===== src/rtl/efr_pkg.sv =====
// Package: codes, widths and shared types of the escaped frame receiver.
package efr_pkg;

  localparam int DEF_FRAME_BYTES = 32;
  localparam int LEN_W           = 6;
  localparam int IDX_W           = 5;
  localparam int CFG_IDX_W       = 3;
  localparam int CFG_DATA_W      = 8;
  localparam int NUM_ENTRIES     = 3;

  localparam logic [7:0] HEAD_CODE = 8'hFD;
  localparam logic [7:0] ESC_CODE  = 8'hFE;
  localparam logic [7:0] TAIL_CODE = 8'hF8;
  localparam logic [7:0] ESC_HEAD  = 8'h7D;
  localparam logic [7:0] ESC_TAIL  = 8'h78;
  localparam logic [7:0] ESC_ESC   = 8'h7E;

  localparam logic [CFG_IDX_W-1:0] REG_TYPE_A  = 3'd0;
  localparam logic [CFG_IDX_W-1:0] REG_LEN_A   = 3'd1;
  localparam logic [CFG_IDX_W-1:0] REG_TYPE_B  = 3'd2;
  localparam logic [CFG_IDX_W-1:0] REG_LEN_B   = 3'd3;
  localparam logic [CFG_IDX_W-1:0] REG_TYPE_C  = 3'd4;
  localparam logic [CFG_IDX_W-1:0] REG_LEN_C   = 3'd5;
  localparam logic [CFG_IDX_W-1:0] REG_SUM_EN  = 3'd6;

  typedef struct packed {
    logic       hit;
    logic [1:0] entry;
  } match_t;

  function automatic logic [7:0] unescape(input logic [7:0] b);
    logic [7:0] r;
    case (b)
      ESC_HEAD: r = HEAD_CODE;
      ESC_TAIL: r = TAIL_CODE;
      ESC_ESC:  r = ESC_CODE;
      default:  r = b;
    endcase
    return r;
  endfunction

endpackage


===== src/rtl/escaped_frame_receiver.sv =====
// Escaped frame receiver: unstuffs bytes into a frame store and replays matched frames.
// Steps: a byte is taken while receiving; a closing tail starts a scan of the n stored bytes
// (a read, then an accumulate step each), a decision step, then a read and an output write per emitted byte.
// Throughput: one byte per cycle between frames; no byte is taken while a frame closes.
// Reset clears control state and configuration; the frame memory is not cleared.
module escaped_frame_receiver
  import efr_pkg::*;
#(
  parameter int FRAME_BYTES = DEF_FRAME_BYTES
) (
  input  logic                  clk_i,
  input  logic                  rst_ni,
  input  logic                  cfg_we_i,
  input  logic [CFG_IDX_W-1:0]  cfg_index_i,
  input  logic [CFG_DATA_W-1:0] cfg_data_i,
  input  logic                  in_valid_i,
  output logic                  in_stall_o,
  input  logic [7:0]            rx_byte_i,
  output logic                  out_valid_o,
  input  logic                  out_stall_i,
  output logic [7:0]            frame_byte_o,
  output logic [IDX_W-1:0]      byte_index_o,
  output logic [1:0]            entry_hit_o,
  output logic                  status_o,
  output logic                  last_o
);

  localparam int ADDR_W = $clog2(FRAME_BYTES);
  localparam int FILL_W = $clog2(FRAME_BYTES + 1);
  localparam int EXT_W  = IDX_W + ADDR_W;

  localparam logic [2:0] S_RX       = 3'd0;
  localparam logic [2:0] S_SCAN_RD  = 3'd1;
  localparam logic [2:0] S_SCAN_ACC = 3'd2;
  localparam logic [2:0] S_DEC      = 3'd3;
  localparam logic [2:0] S_EMIT_RD  = 3'd4;
  localparam logic [2:0] S_EMIT_WR  = 3'd5;

  logic [2:0]        state_q, state_d;
  logic              in_frame_q, in_frame_d;
  logic              esc_q, esc_d;
  logic [FILL_W-1:0] fill_q, fill_d;
  logic [FILL_W-1:0] len_q, len_d;
  logic [ADDR_W-1:0] ptr_q, ptr_d;
  logic [7:0]        sum_q, sum_d;
  logic [7:0]        chk_q, chk_d;
  logic [7:0]        type_q, type_d;
  logic [1:0]        entry_q, entry_d;

  logic              out_valid_q, out_valid_d;
  logic [7:0]        out_byte_q, out_byte_d;
  logic [IDX_W-1:0]  out_idx_q, out_idx_d;
  logic [1:0]        out_entry_q, out_entry_d;
  logic              out_status_q, out_status_d;
  logic              out_last_q, out_last_d;
  logic              out_load;
  logic              out_free;

  logic              in_accept;
  logic              head;
  logic              live;
  logic              esc_eff;
  logic [FILL_W-1:0] fill_eff;
  logic [7:0]        store_byte;

  logic              wr_en;
  logic              rd_en;
  logic [7:0]        rd_data;
  logic              sum_en;
  match_t            match;

  logic [FILL_W-1:0] ptr_w;
  logic [EXT_W-1:0]  ptr_ext;
  logic              ptr_last;

  efr_store #(
    .FRAME_BYTES (FRAME_BYTES)
  ) u_store (
    .clk_i     (clk_i),
    .wr_en_i   (wr_en),
    .wr_addr_i (fill_eff[ADDR_W-1:0]),
    .wr_data_i (store_byte),
    .rd_en_i   (rd_en),
    .rd_addr_i (ptr_q),
    .rd_data_o (rd_data)
  );

  efr_cfg #(
    .FILL_W (FILL_W)
  ) u_cfg (
    .clk_i       (clk_i),
    .rst_ni      (rst_ni),
    .cfg_we_i    (cfg_we_i),
    .cfg_index_i (cfg_index_i),
    .cfg_data_i  (cfg_data_i),
    .type_byte_i (type_q),
    .frame_len_i (len_q),
    .sum_en_o    (sum_en),
    .match_o     (match)
  );

  assign in_stall_o = (state_q != S_RX);
  assign in_accept  = in_valid_i && !in_stall_o;
  assign out_free   = !out_valid_q || !out_stall_i;

  // a head byte reopens the frame from scratch
  assign head       = (rx_byte_i == HEAD_CODE);
  assign live       = head || in_frame_q;
  assign esc_eff    = head ? 1'b0 : esc_q;
  assign fill_eff   = head ? '0 : fill_q;
  assign store_byte = esc_eff ? unescape(rx_byte_i) : rx_byte_i;

  assign ptr_w    = FILL_W'(ptr_q);
  assign ptr_ext  = EXT_W'(ptr_q);
  assign ptr_last = (ptr_w + FILL_W'(1)) == len_q;

  always_comb begin
    state_d      = state_q;
    in_frame_d   = in_frame_q;
    esc_d        = esc_q;
    fill_d       = fill_q;
    len_d        = len_q;
    ptr_d        = ptr_q;
    sum_d        = sum_q;
    chk_d        = chk_q;
    type_d       = type_q;
    entry_d      = entry_q;
    wr_en        = 1'b0;
    rd_en        = 1'b0;
    out_load     = 1'b0;
    out_byte_d   = out_byte_q;
    out_idx_d    = out_idx_q;
    out_entry_d  = out_entry_q;
    out_status_d = out_status_q;
    out_last_d   = out_last_q;

    case (state_q)
      S_RX: begin
        if (in_accept && live) begin
          if (!esc_eff && rx_byte_i == ESC_CODE) begin
            in_frame_d = 1'b1;
            esc_d      = 1'b1;
            fill_d     = fill_eff;
          end else if (fill_eff >= FILL_W'(FRAME_BYTES)) begin
            in_frame_d = 1'b0;
            esc_d      = 1'b0;
            fill_d     = '0;
          end else begin
            wr_en      = 1'b1;
            esc_d      = 1'b0;
            if (!esc_eff && rx_byte_i == TAIL_CODE) begin
              in_frame_d = 1'b0;
              fill_d     = '0;
              len_d      = fill_eff + FILL_W'(1);
              ptr_d      = '0;
              sum_d      = '0;
              state_d    = S_SCAN_RD;
            end else begin
              in_frame_d = 1'b1;
              fill_d     = fill_eff + FILL_W'(1);
            end
          end
        end
      end
      S_SCAN_RD: begin
        rd_en   = 1'b1;
        state_d = S_SCAN_ACC;
      end
      S_SCAN_ACC: begin
        if (ptr_q == ADDR_W'(1)) begin
          type_d = rd_data;
        end
        if ((ptr_w + FILL_W'(2)) == len_q) begin
          chk_d = rd_data;
        end
        if (ptr_q != '0 && (ptr_w + FILL_W'(2)) < len_q) begin
          sum_d = sum_q + rd_data;
        end
        if (ptr_last) begin
          state_d = S_DEC;
        end else begin
          ptr_d   = ptr_q + ADDR_W'(1);
          state_d = S_SCAN_RD;
        end
      end
      S_DEC: begin
        if (match.hit && (!sum_en || sum_q == chk_q)) begin
          entry_d = match.entry;
          ptr_d   = '0;
          state_d = S_EMIT_RD;
        end else if (out_free) begin
          out_load     = 1'b1;
          out_byte_d   = '0;
          out_idx_d    = '0;
          out_entry_d  = '0;
          out_status_d = 1'b1;
          out_last_d   = 1'b1;
          state_d      = S_RX;
        end
      end
      S_EMIT_RD: begin
        rd_en   = 1'b1;
        state_d = S_EMIT_WR;
      end
      S_EMIT_WR: begin
        if (out_free) begin
          out_load     = 1'b1;
          out_byte_d   = rd_data;
          out_idx_d    = ptr_ext[IDX_W-1:0];
          out_entry_d  = entry_q;
          out_status_d = 1'b0;
          out_last_d   = ptr_last;
          if (ptr_last) begin
            state_d = S_RX;
          end else begin
            ptr_d   = ptr_q + ADDR_W'(1);
            state_d = S_EMIT_RD;
          end
        end
      end
      default: state_d = S_RX;
    endcase
  end

  assign out_valid_d = out_load || (out_valid_q && out_stall_i);

  always_ff @(posedge clk_i or negedge rst_ni) begin
    if (!rst_ni) begin
      state_q     <= S_RX;
      in_frame_q  <= 1'b0;
      esc_q       <= 1'b0;
      fill_q      <= '0;
      out_valid_q <= 1'b0;
    end else begin
      state_q     <= state_d;
      in_frame_q  <= in_frame_d;
      esc_q       <= esc_d;
      fill_q      <= fill_d;
      out_valid_q <= out_valid_d;
    end
  end

  always_ff @(posedge clk_i) begin
    len_q   <= len_d;
    ptr_q   <= ptr_d;
    sum_q   <= sum_d;
    chk_q   <= chk_d;
    type_q  <= type_d;
    entry_q <= entry_d;
    if (out_load) begin
      out_byte_q   <= out_byte_d;
      out_idx_q    <= out_idx_d;
      out_entry_q  <= out_entry_d;
      out_status_q <= out_status_d;
      out_last_q   <= out_last_d;
    end
  end

  assign out_valid_o  = out_valid_q;
  assign frame_byte_o = out_byte_q;
  assign byte_index_o = out_idx_q;
  assign entry_hit_o  = out_entry_q;
  assign status_o     = out_status_q;
  assign last_o       = out_last_q;

endmodule


===== src/rtl/efr_store.sv =====
// Frame byte memory: one write port, one registered read port.
module efr_store #(
  parameter int FRAME_BYTES = 32,
  localparam int ADDR_W = $clog2(FRAME_BYTES)
) (
  input  logic              clk_i,
  input  logic              wr_en_i,
  input  logic [ADDR_W-1:0] wr_addr_i,
  input  logic [7:0]        wr_data_i,
  input  logic              rd_en_i,
  input  logic [ADDR_W-1:0] rd_addr_i,
  output logic [7:0]        rd_data_o
);

  logic [7:0] mem [FRAME_BYTES];
  logic [7:0] rd_data_q;

  always_ff @(posedge clk_i) begin
    if (wr_en_i) begin
      mem[wr_addr_i] <= wr_data_i;
    end
  end

  always_ff @(posedge clk_i) begin
    if (rd_en_i) begin
      rd_data_q <= mem[rd_addr_i];
    end
  end

  assign rd_data_o = rd_data_q;

endmodule


===== src/rtl/efr_cfg.sv =====
// Configuration registers and the frame type/length entry match.
module efr_cfg
  import efr_pkg::*;
#(
  parameter int FILL_W = 6
) (
  input  logic                  clk_i,
  input  logic                  rst_ni,
  input  logic                  cfg_we_i,
  input  logic [CFG_IDX_W-1:0]  cfg_index_i,
  input  logic [CFG_DATA_W-1:0] cfg_data_i,
  input  logic [7:0]            type_byte_i,
  input  logic [FILL_W-1:0]     frame_len_i,
  output logic                  sum_en_o,
  output match_t                match_o
);

  localparam int CMP_W = (FILL_W > LEN_W) ? FILL_W : LEN_W;

  logic [7:0]       type_q [NUM_ENTRIES];
  logic [LEN_W-1:0] len_q  [NUM_ENTRIES];
  logic             sum_en_q;

  always_ff @(posedge clk_i or negedge rst_ni) begin
    if (!rst_ni) begin
      for (int i = 0; i < NUM_ENTRIES; i++) begin
        type_q[i] <= '0;
        len_q[i]  <= '0;
      end
      sum_en_q <= 1'b0;
    end else if (cfg_we_i) begin
      case (cfg_index_i)
        REG_TYPE_A: type_q[0] <= cfg_data_i[7:0];
        REG_LEN_A:  len_q[0]  <= cfg_data_i[LEN_W-1:0];
        REG_TYPE_B: type_q[1] <= cfg_data_i[7:0];
        REG_LEN_B:  len_q[1]  <= cfg_data_i[LEN_W-1:0];
        REG_TYPE_C: type_q[2] <= cfg_data_i[7:0];
        REG_LEN_C:  len_q[2]  <= cfg_data_i[LEN_W-1:0];
        REG_SUM_EN: sum_en_q  <= cfg_data_i[0];
        default: ;
      endcase
    end
  end

  // later entries override earlier ones
  always_comb begin
    match_o = '0;
    for (int i = 0; i < NUM_ENTRIES; i++) begin
      if (type_byte_i == type_q[i] && CMP_W'(frame_len_i) == CMP_W'(len_q[i])) begin
        match_o.hit   = 1'b1;
        match_o.entry = 2'(i);
      end
    end
  end

  assign sum_en_o = sum_en_q;

endmodule


===== config.mk =====
export PLATFORM = sky130hd
export DESIGN_NAME = escaped_frame_receiver
export DESIGN_NICKNAME = d
export VERILOG_FILES = /design/src/rtl/efr_pkg.sv /design/src/rtl/escaped_frame_receiver.sv /design/src/rtl/efr_store.sv /design/src/rtl/efr_cfg.sv
export SDC_FILE = /design/constraint.sdc
export NUM_CORES = 1
export LEC_CHECK = 0
export BUFFER_PORTS_ARGS = -buffer_cell sky130_fd_sc_hd__buf_4
export CAP_MARGIN = 10
export CELL_PAD_IN_SITES_DETAIL_PLACEMENT = 2
export CELL_PAD_IN_SITES_GLOBAL_PLACEMENT = 2
export CORE_MARGIN = 3
export CORE_UTILIZATION = 40
export CTS_CLUSTER_SIZE = 12
export DETAILED_ROUTE_END_ITERATION = 10
export GPL_TIMING_DRIVEN = 0
export PLACE_DENSITY_LB_ADDON = 0.1
export SLEW_MARGIN = 20
export SYNTH_ARGS = -nofsm -noshare
export SYNTH_HDL_FRONTEND = slang
export SYNTH_SLANG_ARGS = --single-unit

===== constraint.sdc =====
create_clock -name clk_i -period 2.7 [get_ports clk_i]
set_input_delay 0.135 -clock clk_i [delete_from_list [all_inputs] [get_ports clk_i]]
set_output_delay 0.135 -clock clk_i [all_outputs]
set_load 0.01 [all_outputs]

* After elaboration in Yosys (flattened, before gate mapping) *
Memory sizes are Yosys's and may differ from the RTL's. A register that Yosys moved wholly into a read port is not among the register bits.
Cells that the tools add are included.

word-level totals
  bits in writable memories = 256
  latch bits = 0
  output and inout bits = 19
  bits of input ports = 24
  bits in read-only memories = 0
  register bits after elaboration = 109
  memories = 1

memories
  name         words  bits a word  rd ports  clocked after memory_dff  wr ports  line             source
  u_store.mem  32     8            1         1                         1         efr_store.sv:15  logic [7:0] mem [FRAME_BYTES];

cells by class
  order comparisons = 2
  equal/unequal tests = 37
  reductions and logical operators = 43
  shift-type cells = 0
  add/sub/neg operators = 5
  mux-type cells = 66
  bitwise logic cells = 2
  multipliers = 0
  div/mod/pow operators = 0

operators by type and width
  kind                  number
  $mux W8               9
  $mux W5               10
  $mux W3               11
  $eq A8 B8 Y1          4
  $pmux W8 S2           2
  $eq A6 B6 Y1          5
  $eq A8 B7 Y1 const B  3
  $eq A8 B8 Y1 const B  3
  $mux W6               4
  $pmux W8 S3           1
  $reduce_and A2 Y1     11
  $pmux W5 S4           1
  $mux W1               18
  $ne A2 B2 Y1 const B  9
  $pmux W3 S6           1
  $eq A3 B3 Y1 const B  5
  $eq A3 B2 Y1 const B  4
  $reduce_and A6 Y1     2
  $logic_and A1 B1 Y1   10
  $pmux W5 S2           1
  $reduce_and A5 Y1     2
  $add A8 B8 Y8         1
  $mux W2               4
  $reduce_and A7 Y1     1
  20 further kinds      33

* Longest topological paths before layout *
  word-level depth = 9
  mapped depth = 11
  mapped depth without buffers = 10

* Modules after synthesis *
From an unflattened synthesis, not the netlist that was laid out.

second synthesis, totals
  cells, all modules = 895
  area, all modules = 15,847.7 um2

by module, submodules not included
  module                  sequential area each (um2)  times used  area an instance (um2)  cells each
  efr_store               7,927.6                     1           10,133.5                417
  escaped_frame_receiver  1,921.8                     1           3,564.7                 322
  efr_cfg                 1,076.0                     1           2,149.6                 156

* Worst setup path before layout *
No wires, ideal clock.

  kind = reg2reg
  start = reg len_q[1]
  end = reg out_idx_q[0], in the netlist byte_index_o[0], enable pin
  buffers on the path = 1
  arrival time = 2.369 ns
  slack = -0.065 ns
  cell stages (with the launch flop) = 8
  cells stage by stage = edfxtp_1 > clkbuf_1 > xnor2_1 > nand4_1 > nor4_1 > o311ai_0 > o21ai_0 > a21oi_1

on the way
  word-level cells in the longest chain between the ends = 9
  elaborated cells on any way between the ends = 14
  classes of those cells = 4 x eq/ne; 5 x mux; 5 x reduce/logical

ends and longest elaborated chain
  what                           line                           source
  start: declaration             escaped_frame_receiver.sv:43   logic [FILL_W-1:0] len_q, len_d;
  start signal: assignment       escaped_frame_receiver.sv:244  len_q <= len_d;
  $eq A6 B6 Y1                   efr_cfg.sv:49                  if (type_byte_i == type_q[i] && CMP_W'(frame_len_i) == CMP_W'(len_q[i])) begin
  $logic_and A1 B1 Y1            efr_cfg.sv:49
  $mux W3 (2 in a row)           efr_cfg.sv:49
  $mux W3 *                      efr_cfg.sv:49
  $logic_and A1 B1 Y1 *          escaped_frame_receiver.sv:187  if (match.hit && (!sum_en || sum_q == chk_q)) begin
  $mux W1                        escaped_frame_receiver.sv:187
  $pmux W1 S2                    escaped_frame_receiver.sv:137  case (state_q)
  $reduce_and A5 Y1 (no line) *  n/a
  end signal: assignment         escaped_frame_receiver.sv:252  out_idx_q <= out_idx_d;
  end: declaration               escaped_frame_receiver.sv:52   logic [IDX_W-1:0] out_idx_q, out_idx_d;

Every way passes the cells marked *; elsewhere a longest branch is shown, timed or not.
A chain may end at the register's enable or synchronous reset.

==> flow_summary.json <==
{
  "tns_ns": 0,
  "cp-end-kind": "register",
  "path_clk_slew_ns": 0.06,
  "ys_async_sr_fraction_pct": 14.7,
  "synth.ff_latch_count": 373,
  "instances_no_fill": 1564,
  "place.gp.congestion": 0.765,
  "yosysWarningCount": 0,
  "yosysUniqueCellTypes": 49,
  "track_usage_pct": 21.1,
  "crit_fanout": 6,
  "cts_made_buffers": 43,
  "nFillCells": 3488,
  "htreeDepth": 2,
  "worst_slew_pin_slew_ns": 0.819,
  "die_h_um": 204,
  "setup_ws_ns": 0.0771,
  "setup_viol": 0,
  "use_met3_pct": 3.98,
  "r2r_cells": 7,
  "placed_cells": 1462,
  "p_per_area_mw_per_mm2": 674,
  "synth_area_mm2": 0.0157,
  "cts_sinks": 373,
  "n_antenna_cell": 0,
  "crit_path_end": "u_store.rd_data_o[7]",
  "final_nets": 1059,
  "grtUsageMet1_pct": 28.0,
  "die_w_um": 204,
  "row_count": 72,
  "power_frac_seq_pct": 51.3,
  "cp-start-kind": "register",
  "busiest_layer": "met2",
  "finalCritPeriodShare_pct": 97.1,
  "leakagePower_uw": 0.00625,
  "routed_wl_um": 42300,
  "ys_seq_area_share_pct": 69.4,
  "p_clk_share_pct": 43.5,
  "clk_latency_ns": 0.57,
  "drv_cap": 0,
  "crit-reg2reg-launch": "ptr_q[0]",
  "setup.worst_path.start": "ptr_q[0]",
  "worstPathRequired_ns": 3.01,
  "grt_overflow": 0,
  "ioPinCount": 43,
  "fin_worst_skew_ns": 0.0127,
  "core_area_mm2": 0.0387,
  "synth_edf_count": 318,
  "rsz0062_at_grt": "no",
  "first_iter_violations": 434,
  "multiInputGateArea_mm2": 0.00497,
  "post-place-ws_ns": -0.925,
  "ys.flop_type": "edfxtp_1",
  "min_path_cells": 2,
  "yosysMostFrequentCell": "edfxtp_1",
  "grt_pass1_vias": 9398,
  "grtUsageMet2_pct": 35.5,
  "clockBufferDepth": 3,
  "relSlewSlack_pct": 45.1,
  "start_util_pct": 40.6,
  "pwr-share-comb_pct": 5.2,
  "synth_top_area_share_pct": 60.6,
  "cts_tree": "built",
  "routed-via-count": 8435,
  "grt_pass1_wl_um": 64300,
  "synth_area_per_cell_um2": 17.5,
  "clockRootBuffer": "clkbuf_16",
  "antenna_left": 0,
  "antenna_found_initial": 0,
  "die_area_mm2": 0.0418,
  "yosys.area.top_type": "edfxtp_1",
  "drc": 0,
  "p_int_uw": 9950,
  "rrSetupSlack_ns": 0.08,
  "syn-instance-count": 900,
  "arrival_ns": 2.93,
  "areaGrowthSynthToFinish_pct": 20.1,
  "wl_per_cell_um": 27.1,
  "port_buffers": 39,
  "critPathKind": "register to register",
  "switching_share_pct": 21.9,
  "rr_endpoint": "u_store.rd_data_o[7]",
  "first_pass_iters": 6,
  "fmax_mhz": 381,
  "power.net_switching_uw": 2790,
  "dp_hpwl_um": 28900,
  "outcome": "completed",
  "ff_latch_area_mm2": 0.0109,
  "synth.top_cells.by_count": "edfxtp_1, mux4_2, nor2_1, xnor2_1, dfrtp_1",
  "vdd_drop_max_mv": 0.527,
  "finalCriticalPeriod_ns": 2.62,
  "grt_start_max_net_pins": 56,
  "viasPerCell": 5.39,
  "drv_slew": 0,
  "hold_ws_ns": 0.0119,
  "syn_nets": 946,
  "hold_viol_final": 0,
  "hold_class": "input pin to register",
  "synth_area_leaders": "edfxtp_1, mux4_2, dfrtp_1",
  "drive_above_1_share_pct": 32.0
}
## flip-flops by register name, summed over array words and instances, names as in the netlist
name and cells:
chk_q 8, in_frame_q 1, u_cfg.type_q 24, entry_q 2, frame_byte_o 8, fill_q 6, state_q 3, esc_q 1
out_valid_o 1, ptr_q 5, u_store.mem 256, len_q 6, status_o 1, last_o 1, u_cfg.sum_en_o 1, byte_index_o 5
sum_q 8, entry_hit_o 2, type_q 8, u_cfg.len_q 18, u_store.rd_data_o 8
## through the flow
stage | util [%] | total power [uW] | cell area (um2)
floorplan | - | 7010 | 15800
global placement | 43.1 | 7200 | 16700
detailed placement | 43.5 | 7270 | 16800
CTS | 48.5 | 12900 | 18800
global route | 48.8 | 13200 | 18900
finish | 48.8 | 12700 | 18900
## how the worst min path moves through the flow
stage	startpoint	endpoint
floorplan	rst_ni	esc_q
global placement	rst_ni	u_cfg.type_q[7]
detailed placement	rst_ni	u_cfg.type_q[7]
CTS	rx_byte_i[0]	esc_q
global route	rx_byte_i[0]	esc_q
finish	rx_byte_i[0]	esc_q
## critical path, cell delays in order, from the launching register on
cell	delay [ns]
edfxtp_1	0.40
buf_6	0.16
buf_12	0.11
buf_12	0.11
buf_12	0.14
mux4_2	0.56
mux4_2	0.54
mux2_2	0.32
## power by group through the flow
| stage | Combinational (uW) | Clock, uW | Sequential [uW] |
|---|---|---|---|
| 3_3_place_gp | 562 | 0 | 6640 |
| 4_1_cts | 665 | 5670 | 6530 |
| 5_1_grt | 734 | 5940 | 6550 |
| 2_1_floorplan | 391 | 0 | 6620 |
| 3_5_place_dp | 620 | 0 | 6650 |
| 6_report | 665 | 5540 | 6530 |
## layout make-up
cell class                 count  area share, %
inverter                      18          0.377
tap                          518           3.43
multi-input combinational    462           26.3
clock buffer                  59           6.17
timing repair buffer          71           3.63
clock inverter                19          0.834
buffer                        44           1.46
sequential                   373           57.8
## metal layers
layer	wire (um)	vias to the layer above
met2	21400	168
li1	-	3737
met1	17900	4463
met4	1160	0
met5	0	-
met3	1870	67
## cell families (layout without fill, tap and decap cells)
group	count (synthesis)	count (layout)	synth area share (%)
xor+xnor	72	72	4.00
buf+inv	65	211	1.71
compound gates	46	46	1.88
fa+ha+maj	22	22	1.80
flops	373	373	69.4
simple gates	190	190	6.07
mux	132	132	15.2
## cell usage in the layout, fill, tap and decap left out, types with 16 or more instances in the layout
| cell type | n |
|---|---|
| nor2_1 | 29 |
| mux4_2 | 80 |
| clkbuf_16 | 43 |
| xnor2_1 | 61 |
| clkbuf_1 | 28 |
| nor2_4 | 34 |
| nand4_1 | 16 |
| inv_1 | 17 |
| ha_1 | 21 |
| buf_4 | 53 |
| mux2_2 | 51 |
| nand2_1 | 32 |
| edfxtp_1 | 318 |
| and3_1 | 16 |
| dfrtp_1 | 55 |
## timing repair
item,CTS,global route
gates cloned,1,0
pin swaps,2,1
endpoints found under the setup margin,320,257
gates resized for setup,111,15
hold buffers,11,0
hold endpoints to repair,103,0
buffers inserted,6,9
Power figures use the tool's default switching activity.
